--- src/hdl/lppd_pkg.sv ---
`timescale 1ns / 1ps

package lppd_pkg;

    localparam logic [7:0] START_BYTE_RESET = 8'hAA;

    typedef enum logic [4:0] {
        PH_READY   = 5'b00001,
        PH_ID      = 5'b00010,
        PH_TYPE    = 5'b00100,
        PH_LENGTH  = 5'b01000,
        PH_PAYLOAD = 5'b10000
    } t_phase;

    typedef struct packed {
        logic [31:0] node_id;
        logic [7:0]  msg_type;
        logic [15:0] payload_length;
        logic        has_byte;
        logic [7:0]  data_byte;
        logic        last;
    } t_result;

endpackage

--- src/hdl/length_prefixed_packet_deframer_top.sv ---
`timescale 1ns / 1ps

// Channel   Direction  Handshake                  Payload
// input     in         i_in_valid / o_in_stall    i_byte_in
// output    out        o_out_valid / i_out_stall  o_node_id, o_msg_type, o_payload_length,
//                                                 o_has_byte, o_data_byte, o_last
// config    in         i_cfg_wr_en                i_cfg_wr_data
//
// One byte is accepted per cycle unless stalled; any result appears in the next cycle.
// Header state and the result register update in the same cycle, so the only pause comes
// from the output register being full and stalled, which stalls the input.
// Synchronous active-low reset returns to hunting for the start byte and empties the output.
// The start byte register resets to 0xAA.

module length_prefixed_packet_deframer_top
    import lppd_pkg::*;
(
    input  logic        i_clk,
    input  logic        i_rst_n,
    input  logic        i_cfg_wr_en,
    input  logic [7:0]  i_cfg_wr_data,
    input  logic        i_in_valid,
    output logic        o_in_stall,
    input  logic [7:0]  i_byte_in,
    output logic        o_out_valid,
    input  logic        i_out_stall,
    output logic [31:0] o_node_id,
    output logic [7:0]  o_msg_type,
    output logic [15:0] o_payload_length,
    output logic        o_has_byte,
    output logic [7:0]  o_data_byte,
    output logic        o_last
);

    logic [7:0]  r_start_byte;
    t_phase      r_phase, n_phase;
    logic        r_field_index, n_field_index;
    logic [1:0]  r_id_count, n_id_count;
    logic [31:0] r_id_accum, n_id_accum;
    logic [7:0]  r_type, n_type;
    logic [15:0] r_length, n_length;
    logic [15:0] r_count, n_count;
    logic        r_out_valid;
    t_result     r_out, n_out;
    logic        n_emit;
    logic        in_accept;
    logic [15:0] count_inc;

    assign o_in_stall = r_out_valid & i_out_stall;
    assign in_accept  = i_in_valid & ~o_in_stall;
    assign count_inc  = r_count + 16'd1;

    always_comb begin
        n_phase       = r_phase;
        n_field_index = r_field_index;
        n_id_count    = r_id_count;
        n_id_accum    = r_id_accum;
        n_type        = r_type;
        n_length      = r_length;
        n_count       = r_count;
        n_emit        = 1'b0;
        n_out         = '0;
        unique case (r_phase)
            PH_READY: begin
                if (i_byte_in == r_start_byte) begin
                    n_phase       = PH_ID;
                    n_field_index = 1'b0;
                    n_id_count    = 2'd0;
                    n_id_accum    = '0;
                    n_type        = '0;
                    n_length      = '0;
                    n_count       = '0;
                end
            end
            PH_ID: begin
                n_id_accum = {r_id_accum[23:0], i_byte_in};
                n_id_count = r_id_count + 2'd1;
                if (r_id_count == 2'd3) begin
                    n_phase = PH_TYPE;
                end
            end
            PH_TYPE: begin
                n_type        = i_byte_in;
                n_field_index = 1'b0;
                n_phase       = PH_LENGTH;
            end
            PH_LENGTH: begin
                if (!r_field_index) begin
                    n_length      = {i_byte_in, 8'h00};
                    n_field_index = 1'b1;
                end else begin
                    n_length      = {r_length[15:8], i_byte_in};
                    n_field_index = 1'b0;
                    n_count       = '0;
                    if ({r_length[15:8], i_byte_in} == 16'd0) begin
                        n_phase = PH_READY;
                        n_emit  = 1'b1;
                        n_out.has_byte = 1'b0;
                        n_out.last     = 1'b1;
                    end else begin
                        n_phase = PH_PAYLOAD;
                    end
                end
            end
            PH_PAYLOAD: begin
                n_count        = count_inc;
                n_emit         = 1'b1;
                n_out.has_byte = 1'b1;
                n_out.data_byte = i_byte_in;
                if (count_inc == r_length) begin
                    n_phase    = PH_READY;
                    n_out.last = 1'b1;
                end
            end
            default: begin
                n_phase       = PH_READY;
                n_field_index = 1'b0;
            end
        endcase
        n_out.node_id        = n_id_accum;
        n_out.msg_type       = n_type;
        n_out.payload_length = n_length;
    end

    always_ff @(posedge i_clk) begin
        if (!i_rst_n) begin
            r_start_byte  <= START_BYTE_RESET;
            r_phase       <= PH_READY;
            r_field_index <= 1'b0;
            r_id_count    <= 2'd0;
            r_id_accum    <= '0;
            r_type        <= '0;
            r_length      <= '0;
            r_count       <= '0;
            r_out_valid   <= 1'b0;
        end else begin
            if (i_cfg_wr_en) begin
                r_start_byte <= i_cfg_wr_data;
            end
            if (in_accept) begin
                r_phase       <= n_phase;
                r_field_index <= n_field_index;
                r_id_count    <= n_id_count;
                r_id_accum    <= n_id_accum;
                r_type        <= n_type;
                r_length      <= n_length;
                r_count       <= n_count;
            end
            if (!o_in_stall) begin
                r_out_valid <= in_accept & n_emit;
            end
        end
    end

    always_ff @(posedge i_clk) begin
        if (in_accept && n_emit) begin
            r_out <= n_out;
        end
    end

    assign o_out_valid      = r_out_valid;
    assign o_node_id        = r_out.node_id;
    assign o_msg_type       = r_out.msg_type;
    assign o_payload_length = r_out.payload_length;
    assign o_has_byte       = r_out.has_byte;
    assign o_data_byte      = r_out.data_byte;
    assign o_last           = r_out.last;

endmodule

--- config.mk ---
export PLATFORM = sky130hd
export DESIGN_NAME = length_prefixed_packet_deframer_top
export DESIGN_NICKNAME = d
export VERILOG_FILES = /design/src/hdl/lppd_pkg.sv /design/src/hdl/length_prefixed_packet_deframer_top.sv
export SDC_FILE = /design/constraint.sdc
export NUM_CORES = 1
export LEC_CHECK = 0
export ABC_AREA = 1
export BUFFER_PORTS_ARGS = -buffer_cell sky130_fd_sc_hd__buf_2
export CORE_UTILIZATION = 55
export DETAILED_ROUTE_END_ITERATION = 6
export PLACE_DENSITY = 0.76
export SYNTH_ARGS = -nofsm -noshare
export SYNTH_HDL_FRONTEND = slang
export SYNTH_SLANG_ARGS = --single-unit
--- constraint.sdc ---
create_clock -name i_clk -period 7.4 [get_ports i_clk]
set_input_delay 0.74 -clock i_clk [delete_from_list [all_inputs] [get_ports i_clk]]
set_output_delay 0.74 -clock i_clk [all_outputs]
set_load 0.02 [all_outputs]
==> results of run 1 <==
==> cells in the final DEF (no fill, tap or decap), types with 3 or more instances in the layout <==
cell,instances
o21ai_1,3
nor2_4,4
xnor2_1,9
o211ai_1,43
o22ai_1,8
nor3_1,5
a22oi_1,48
edfxtp_1,66
dfxtp_1,89
clkinv_2,6
o21ai_0,23
a21oi_1,34
nand4_1,16
inv_1,159
nor2_1,50
nand3_1,49
nand2_2,8
clkbuf_16,17
buf_4,7
nand2_1,159
buf_2,88
nor2_2,3
inv_2,4
==> per-layer routing <==
| metal | wire [µm] | track usage (%) |
|---|---|---|
| met5 | 0 | 0 |
| met2 | 7300 | 37.6 |
| met3 | 1140 | 5.17 |
| met1 | 7630 | 37.2 |
| met4 | 304 | 9.18 |
==> registers in the layout, summed over array words and instances (netlist names) <==
| register | count |
|---|---|
| o_data_byte | 8 |
| o_last | 1 |
| r_start_byte | 8 |
| r_length | 16 |
| o_node_id | 32 |
| o_msg_type | 8 |
| r_id_accum | 32 |
| r_phase | 5 |
| r_type | 8 |
| o_out_valid | 1 |
| r_id_count | 2 |
| r_count | 16 |
| o_payload_length | 16 |
| o_has_byte | 1 |
| r_field_index | 1 |
==> worst min-delay path, cell delays in order, from the launching register on <==
cell and delay (ps):
dfxtp_1 340, nand2_1 60, nand3_1 50
==> cell families after synthesis <==
| family | Yosys count |
|---|---|
| simple gates | 302 |
| buf+inv | 196 |
| fa+ha+maj | 2 |
| flops | 155 |
| compound gates | 164 |
| xor+xnor | 11 |
==> report_power, final <==
part / total (µW) / leakage, µW / internal [µW] / switching, µW
Sequential: 1030 / 0.00134 / 983 / 46.9
Clock: 784 / 0.000263 / 445 / 340
Combinational: 588 / 0.00236 / 167 / 421
==> metrics by stage <==
stage               instance area, µm²  hold WS (ps)
floorplan                         7070           433
global placement                  7650           454
detailed placement                7650           461
CTS                               8180           484
global route                      8180           504
finish                            8180           481
==> layout make-up <==
class	count	area (µm²)	area share (%)
inverters	163	612	7.48
flip-flops and latches	155	3760	46.0
repair buffers	95	493	6.03
multi-input cells	479	2560	31.4
well taps	172	215	2.63
clock inverters	11	71.3	0.872
clock buffers	21	460	5.63
==> path summary, 6_finish.rpt <==
check | startpoint | endpoint | depth (start not counted)
max | r_phase[0]$_SDFFE_PN1P_ | o_payload_length[13]$_DFFE_PP_ | 6
min | r_start_byte[1]$_SDFFE_PN1P_ | r_start_byte[1]$_SDFFE_PN1P_ | 2
max reg2reg | r_phase[0]$_SDFFE_PN1P_ | o_payload_length[13]$_DFFE_PP_ | 6
min reg2reg | r_start_byte[1]$_SDFFE_PN1P_ | r_start_byte[1]$_SDFFE_PN1P_ | 2
==> results.yml, run 1 <==
run_status:
  status: "finished clean"
critical_path:
  startpoint_type: "flop"
  critPathMaxFanout: 55
  worst_ep_required_time_ps: 7450
  crit_path_end_kind: "flop"
  path_common_cell: "inv_1"
  reg2reg_slack_ps: 4690
  cp_slowest_cell: "buf_4"
  path_buf_inv: 3
  cp_slowest_stage_delay_ps: 610
  path_cells: "nor2_1 -> inv_1 -> nor3_4 -> inv_1 -> a21oi_4 -> buf_4"
  crit_family: "buffers and inverters"
  path_class: "flop to flop"
  arrival_ps: 2760
power_and_ir_drop:
  power_leakage_uw: 0.00396
  power_uw: 2400
  power_density_mw_per_mm2: 294
  irDropWorstVdd_v: 0.000286
clock_network:
  cts-resized-gates: 0
  cts.sinks: 155
  cts_setup_buffers: 0
  cts_tree: "built"
  cts_buffer_depth: 2
  insertion_delay_ps: 420
  h-tree-depth: 4
  root_buffer: "clkbuf_16"
  cts_buffers: 17
  holdBufCountCts: 0
  clkTransAtPathRegs_ps: 60
final_layout:
  nFillCells: 1012
  drive_gt1_share_pct: 16.5
  finalNonFillerCells: 1096
  n_antenna_cell: 0
  syn_to_final_growth_pct: 15.8
  final_nets: 934
  postLayoutCoreUtil_pct: 65.1
global_routing:
  grt_pass1_wl_mm: 25.6
  grt_max_degree: 89
  antenna_found_initial: 0
  track_usage_pct: 25.5
  grt_overflow: 0
  grt_pass1_vias: 5114
yosys:
  synth_mux_area_share_pct: 0
  ys_ff_latch: 155
  synthArstFlopShare_pct: 0
  avgSynthCellArea_um2: 8.51
  synthXorXnorAreaFrac_pct: 1.36
  synth_compound_area_share_pct: 15.1
  synth_top_cell_by_area: "edfxtp_1"
  syn_nets: 853
  synth_top_family_by_area: "simple AND/OR/NAND/NOR gates"
  yosys.cell_types.count: 36
  synth-edff-count: 66
  syn_area_mm2: 0.00707
  yosysWarnings: 0
  synth_area_leaders: "edfxtp_1 (28%), dfxtp_1 (25%), inv_1 (8.4%), nand2_1 (8.4%), a22oi_1 (5.1%)"
  synthSimpleGateAreaFrac_pct: 19.3
  synthAdderAreaFrac_pct: 0.354
  synthFlopType: "dfxtp_1"
  synth_top_area_share_pct: 28.0
  synth_commonest_cells: "inv_1 (159), nand2_1 (159), dfxtp_1 (89)"
  netlist_instances: 830
  ys_seq_area_share_pct: 53.3
routing:
  viasPerCell: 5.37
  wire_per_inst_um: 14.9
  vias: 5881
  drt_wl_total_mm: 16.4
  final_antenna_net_count: 0
  drc: 0
  first_pass_iters: 6
  drt_iter0_markers: 575
floorplanning:
  die_h_um: 115
  io_pins: 89
  die_w_um: 115
  die_area_mm2: 0.0133
  start_util_pct: 56.2
  core_mm2: 0.0126
  rows: 41
run:
  maxCapViolCount: 0
sta:
  maxSlewViolCount: 0
  hold_viol: 0
  worst_pin_slew_ps: 1160
  setup_tns_ps: 0
  fin_crit_sh_pct: 36.6
  rsz0062_at_grt: "no"
  layout_setup_ws_ps: 4690
  timing.max_slew.rel_slack_pct: 22.3
  clock.fmax_mhz: 369
  finalSetupViolations: 0
  clock_skew_ps: 7.62
  period_needed_ps: 2710
placement:
  place_inst: 1064
  post-dp-hpwl_mm: 11.1
  port_buffers: 88
  pre_cts_ws_ps: 4250
  routabilityCongestion: 0.925
worst_hold_path:
  hold_path_class: "flop to flop"
Power figures use the tool's default switching activity.
==> inputs of run 2 (changes only) <==
==> constraint.sdc (replaced) <==
create_clock -name i_clk -period 2.7 [get_ports i_clk]
set_input_delay 0.27 -clock i_clk [delete_from_list [all_inputs] [get_ports i_clk]]
set_output_delay 0.27 -clock i_clk [all_outputs]
set_load 0.02 [all_outputs]
==> results.yml, run 2 (synthesis gave the netlist of run 1 again) <==
placement:
  pre_cts_ws_ps: 482
  post-dp-hpwl_mm: 11.6
  routabilityCongestion: 0.910
  port_buffers: 88
  place_inst: 1068
  placed_area_mm2: 0.00768
power_and_ir_drop:
  irDropWorstVdd_v: 0.000557
  power_uw: 6680
  power_density_mw_per_mm2: 811
  power_leakage_uw: 0.00399
clock_network:
  root_buffer: "clkbuf_16"
  cts_setup_buffers: 0
  clkTransAtPathRegs_ps: 60
  cts-resized-gates: 0
  cts_tree: "built"
  insertion_delay_ps: 430
  holdBufCountCts: 0
  cts_buffer_depth: 2
  h-tree-depth: 4
  cts_buffers: 17
  cts.sinks: 155
global_routing:
  grt_use_met2_pct: 38.4
  grt_overflow: 0
  grtUsageMet1_pct: 37.5
  antenna_found_initial: 0
  track_usage_pct: 26.3
  grt_max_degree: 88
  grt_pass1_wl_mm: 26.3
  busiest_layer: "met2"
  grt_pass1_vias: 5229
  met3_usage_pct: 5.17
routing:
  viasPerCell: 5.51
  drt_wl_total_mm: 16.8
  final_antenna_net_count: 0
  wire_per_inst_um: 15.3
  vias: 6057
  drt_iter0_markers: 561
  first_pass_iters: 5
  drc: 0
critical_path:
  path_class: "flop to flop"
  startpoint_type: "flop"
  critPathMaxFanout: 38
  r2r_cells: 6
  reg2reg_from: "r_phase[0]$_SDFFE_PN1P_"
  cp-startpoint: "r_phase[0]$_SDFFE_PN1P_"
  worst_ep_required_time_ps: 2770
  crit_path_end_kind: "flop"
  arrival_ps: 2310
sta:
  hold_viol: 0
  fin_crit_sh_pct: 83.2
  rsz0062_at_grt: "no"
  worst_pin_slew_ps: 814
  setup_tns_ps: 0
  finalSetupViolations: 0
  clock.fmax_mhz: 445
  clock_skew_ps: 11.3
  layout_setup_ws_ps: 454
  maxSlewViolCount: 0
  period_needed_ps: 2250
  timing.max_slew.rel_slack_pct: 45.7
floorplanning:
  rows: 41
  io_pins: 89
  die_w_um: 115
  start_util_pct: 56.2
  die_h_um: 115
  die_area_mm2: 0.0133
  core_mm2: 0.0126
worst_hold_path:
  hold_depth: 3
  hold_path_class: "input pin to flop"
  hp-start: "i_cfg_wr_data[7]"
final_layout:
  final_nets: 938
  syn_to_final_growth_pct: 16.5
  fin_area_mm2: 0.00823
  n_antenna_cell: 0
  drive_gt1_share_pct: 16.6
  mostFrequentLayoutCells: "inv_1 (159), nand2_1 (159), dfxtp_1 (89)"
  finalNonFillerCells: 1100
run_status:
  status: "finished clean"
run:
  maxCapViolCount: 0
-- run 2: changes by cell type in the layout (fill, tap and decap cells not counted) --
cell	delta
buf_4	+4
clkinv_4	+1
clkbuf_16	+1
clkinv_2	-4
clkinvlp_4	-1
clkbuf_1	+2
inv_4	+1
-- run 2: per-stage QoR --
step | hold slack, ps | util, %
after floorplan | 392 | -
after global placement | 455 | 61.1
after detailed placement | 460 | 61.1
after CTS | 31.2 | 65.5
after global routing | 62.4 | 65.5
final | 41.9 | 65.5
-- run 2: report_power, final --
group / internal, µW / switching [µW] / leakage, µW / total, µW
clock network: 1280 / 935 / 0.000271 / 2220
registers: 2690 / 137 / 0.00134 / 2830
logic: 471 / 1160 / 0.00238 / 1630
-- run 2: area by class of cell --
type	instances	area [µm²]
multi-input cells	479	2560
clock inverters	8	58.8
clock buffers	24	493
flip-flops and latches	155	3760
fillers	1048	4340
repair buffers	99	523
well taps	172	215
inverters	163	612
-- run 2: metal layers --
| metal | routed length, µm | vias to the layer above |
|---|---|---|
| met4 | 482 | 0 |
| met5 | 0 | - |
| met3 | 1240 | 46 |
| met1 | 7690 | 2805 |
| met2 | 7370 | 260 |
| li1 | - | 2946 |
-- run 2: path summary, 6_finish.rpt --
path                            slack, ps                            to
worst min-delay path                   40  r_start_byte[7]$_SDFFE_PN1P_
worst max register to register        450        o_node_id[8]$_DFFE_PP_
worst min register to register        480    r_id_count[0]$_SDFFE_PN0P_
worst max-delay path                  450        o_node_id[8]$_DFFE_PP_
-- run 2: critical path: stages (launching register included) --
cell,delay [ps]
dfxtp_1,350
nor2_1,170
inv_1,100
nor3_4,280
inv_1,280
a21oi_4,210
buf_4,470
==> inputs of run 3 (changes only) <==
--- a/config.mk
+++ b/config.mk
@@ -5,9 +5,9 @@
 export SDC_FILE = /design/constraint.sdc
 export NUM_CORES = 1
 export LEC_CHECK = 0
-export ABC_AREA = 1
+export ABC_AREA = 0
 export BUFFER_PORTS_ARGS = -buffer_cell sky130_fd_sc_hd__buf_2
-export CORE_UTILIZATION = 55
+export CORE_UTILIZATION = 52
 export DETAILED_ROUTE_END_ITERATION = 6
 export PLACE_DENSITY = 0.76
 export SYNTH_ARGS = -nofsm -noshare
==> constraint.sdc (replaced) <==
create_clock -name i_clk -period 2.03 [get_ports i_clk]
set_input_delay 0.203 -clock i_clk [delete_from_list [all_inputs] [get_ports i_clk]]
set_output_delay 0.203 -clock i_clk [all_outputs]
set_load 0.02 [all_outputs]
==> results.yml, run 3 <==
floorplanning:
  rows: 41
  die_area_mm2: 0.0139
  start_util_pct: 54.3
  die_w_um: 118
  die_h_um: 118
  core_mm2: 0.0129
  io_pins: 89
clock_network:
  root_buffer: "clkbuf_16"
  cts_buffers: 17
  cts_tree: "built"
  clkTransAtPathRegs_ps: 60
  h-tree-depth: 4
  insertion_delay_ps: 430
  cts.sinks: 155
  cts_buffer_depth: 2
critical_path:
  path_class: "flop to flop"
  critPathMaxFanout: 5
  cp_slowest_cell: "dfxtp_4"
  cp_slowest_stage_delay_ps: 380
  path_buf_inv: 0
  crit_path_end_kind: "flop"
  arrival_ps: 2350
  startpoint_type: "flop"
  path_cells: "ha_4 -> nand3_4 -> or3_4 -> a2111oi_4 -> nand4_1 -> or2_0 -> o31ai_1"
  crit_family: "simple AND/OR/NAND/NOR gates"
  worst_ep_required_time_ps: 2290
yosys:
  synth-edff-count: 66
  ys_seq_area_share_pct: 53.9
  synth_top_cell_by_area: "edfxtp_1"
  synthSimpleGateAreaFrac_pct: 23.8
  avgSynthCellArea_um2: 9.17
  synth_area_leaders: "edfxtp_1 (28%), dfxtp_1 (26%), nor2_1 (6.7%), nand2_1 (6.0%), o21ai_0 (4.2%)"
  synth_mux_area_share_pct: 2.15
  yosys.cell_types.count: 59
  yosysMostFrequentCell: "nor2_1"
  syn_nets: 785
  ys_ff_latch: 155
  synth_commonest_cells: "nor2_1 (125), nand2_1 (112), dfxtp_1 (89)"
  yosysWarnings: 0
  synth_top_family_by_area: "simple AND/OR/NAND/NOR gates"
  netlist_instances: 762
  synth_compound_area_share_pct: 11.9
  synthAdderAreaFrac_pct: 0.358
  syn_area_mm2: 0.00699
  synthArstFlopShare_pct: 0
  synth_top_area_share_pct: 28.4
  synthFlopType: "dfxtp_1"
  synthXorXnorAreaFrac_pct: 4.01
sta:
  worst_pin_slew_ps: 598
  hold_viol: 0
  fin_crit_sh_pct: 103
  maxSlewViolCount: 0
  clock.fmax_mhz: 479
  clock_skew_ps: 7.45
  rsz0062_at_grt: "yes"
  finalSetupViolations: 2
  setup_tns_ps: -63.1
  layout_setup_ws_ps: -59.4
  period_needed_ps: 2090
  timing.max_slew.rel_slack_pct: 60.1
final_layout:
  final_nets: 932
  layout_commonest_cell: "nor2_1"
  n_antenna_cell: 0
  drive_gt1_share_pct: 27.0
  syn_to_final_growth_pct: 28.4
  mostFrequentLayoutCells: "nor2_1 (124), nand2_1 (112), buf_2 (88)"
power_and_ir_drop:
  power_uw: 7010
  irDropWorstVdd_v: 0.000543
  power_density_mw_per_mm2: 782
  power_leakage_uw: 0.00353
routing:
  wire_per_inst_um: 17.6
  drt_iter0_markers: 730
  first_pass_iters: 5
  drc: 0
  final_antenna_net_count: 0
  viasPerCell: 5.78
  drt_wl_total_mm: 19.2
  vias: 6328
placement:
  port_buffers: 88
  routabilityCongestion: 0.853
  post-dp-hpwl_mm: 13.0
run_status:
  violations: "setup timing"
  status: "finished, violations left"
global_routing:
  grt_pass1_wl_mm: 30.8
  track_usage_pct: 28.3
  grt_max_degree: 53
  antenna_found_initial: 0
  grt_pass1_vias: 6266
  grt_overflow: 0
worst_hold_path:
  hold_path_class: "input pin to flop"
run:
  maxCapViolCount: 0
[run 3: where the power goes]
| part | internal (µW) | total (µW) | switching (µW) | leakage [µW] |
|---|---|---|---|---|
| clock network | 1930 | 3190 | 1270 | 0.000278 |
| registers | 3300 | 3360 | 54.0 | 0.00134 |
| logic | 186 | 464 | 278 | 0.00191 |
| total | 5410 | 7010 | 1600 | 0.00353 |
[run 3: stage by stage]
step           hold slack, ps  std cells  cell area, µm²  setup slack [ps]  util, %
6_report                 20.7       1094            8970             -59.4     69.7
5_1_grt                  13.8       1094            8970              -206     69.7
4_1_cts                  10.7       1092            8890             -68.7     69.1
3_5_place_dp              432       1056            8240              -106     64.0
3_3_place_gp              420       1056            8240             -67.7     64.0
2_1_floorplan             332        762            7080              -592        -
[run 3: kinds of logic after synthesis]
logic type,Yosys count
AOI/OAI and AO/OA,134
xor gates and xnor gates,32
muxes,15
DFF,155
buffers and inverters,62
and+or+nand+nor,362
adders and majority gates,2
[run 3: metal layers]
layer	vias up	part of all wire [%]	GRT usage, %
met2	275	50	48.5
met1	3045	41	33.3
li1	2969	-	-
met5	-	0	0
met3	39	6.3	6.93
met4	0	2.7	13.2
[run 3: cell type report]
type,instances,area (µm²)
Fill cell,937,3900
Tap cell,172,215
Timing Repair Buffer,186,1280
Inverter,4,15.0
Multi-Input combinational cell,545,3090
Clock buffer,20,437
Clock inverter,12,149
Sequential cell,155,3790
[run 3: worst paths after layout]
check,slack (ps),depth (start not counted),endpoint,start
hold reg to reg,490,2,r_id_accum[26]$_SDFFE_PN0P_,r_id_accum[26]$_SDFFE_PN0P_
setup reg to reg,-60,7,o_last$_DFFE_PP_,r_count[0]$_SDFFE_PN0P_
hold / removal,20,3,r_start_byte[7]$_SDFFE_PN1P_,i_cfg_wr_data[7]
setup / recovery,-60,7,o_last$_DFFE_PP_,r_count[0]$_SDFFE_PN0P_
[run 3: tightest hold or removal path: cells and delay by family]
family,cells,cell delay (ps)
simple gates,1,60
mux,1,70
buf+inv,1,90
[run 3: timing repair]
action	in CTS	in global routing
setup buffers	1	1
pin swaps	4	3
gates cloned	0	1
hold endpoints to repair	3	0
gates resized for setup	6	14
endpoints found under the setup margin	3	76
hold buffers	3	0
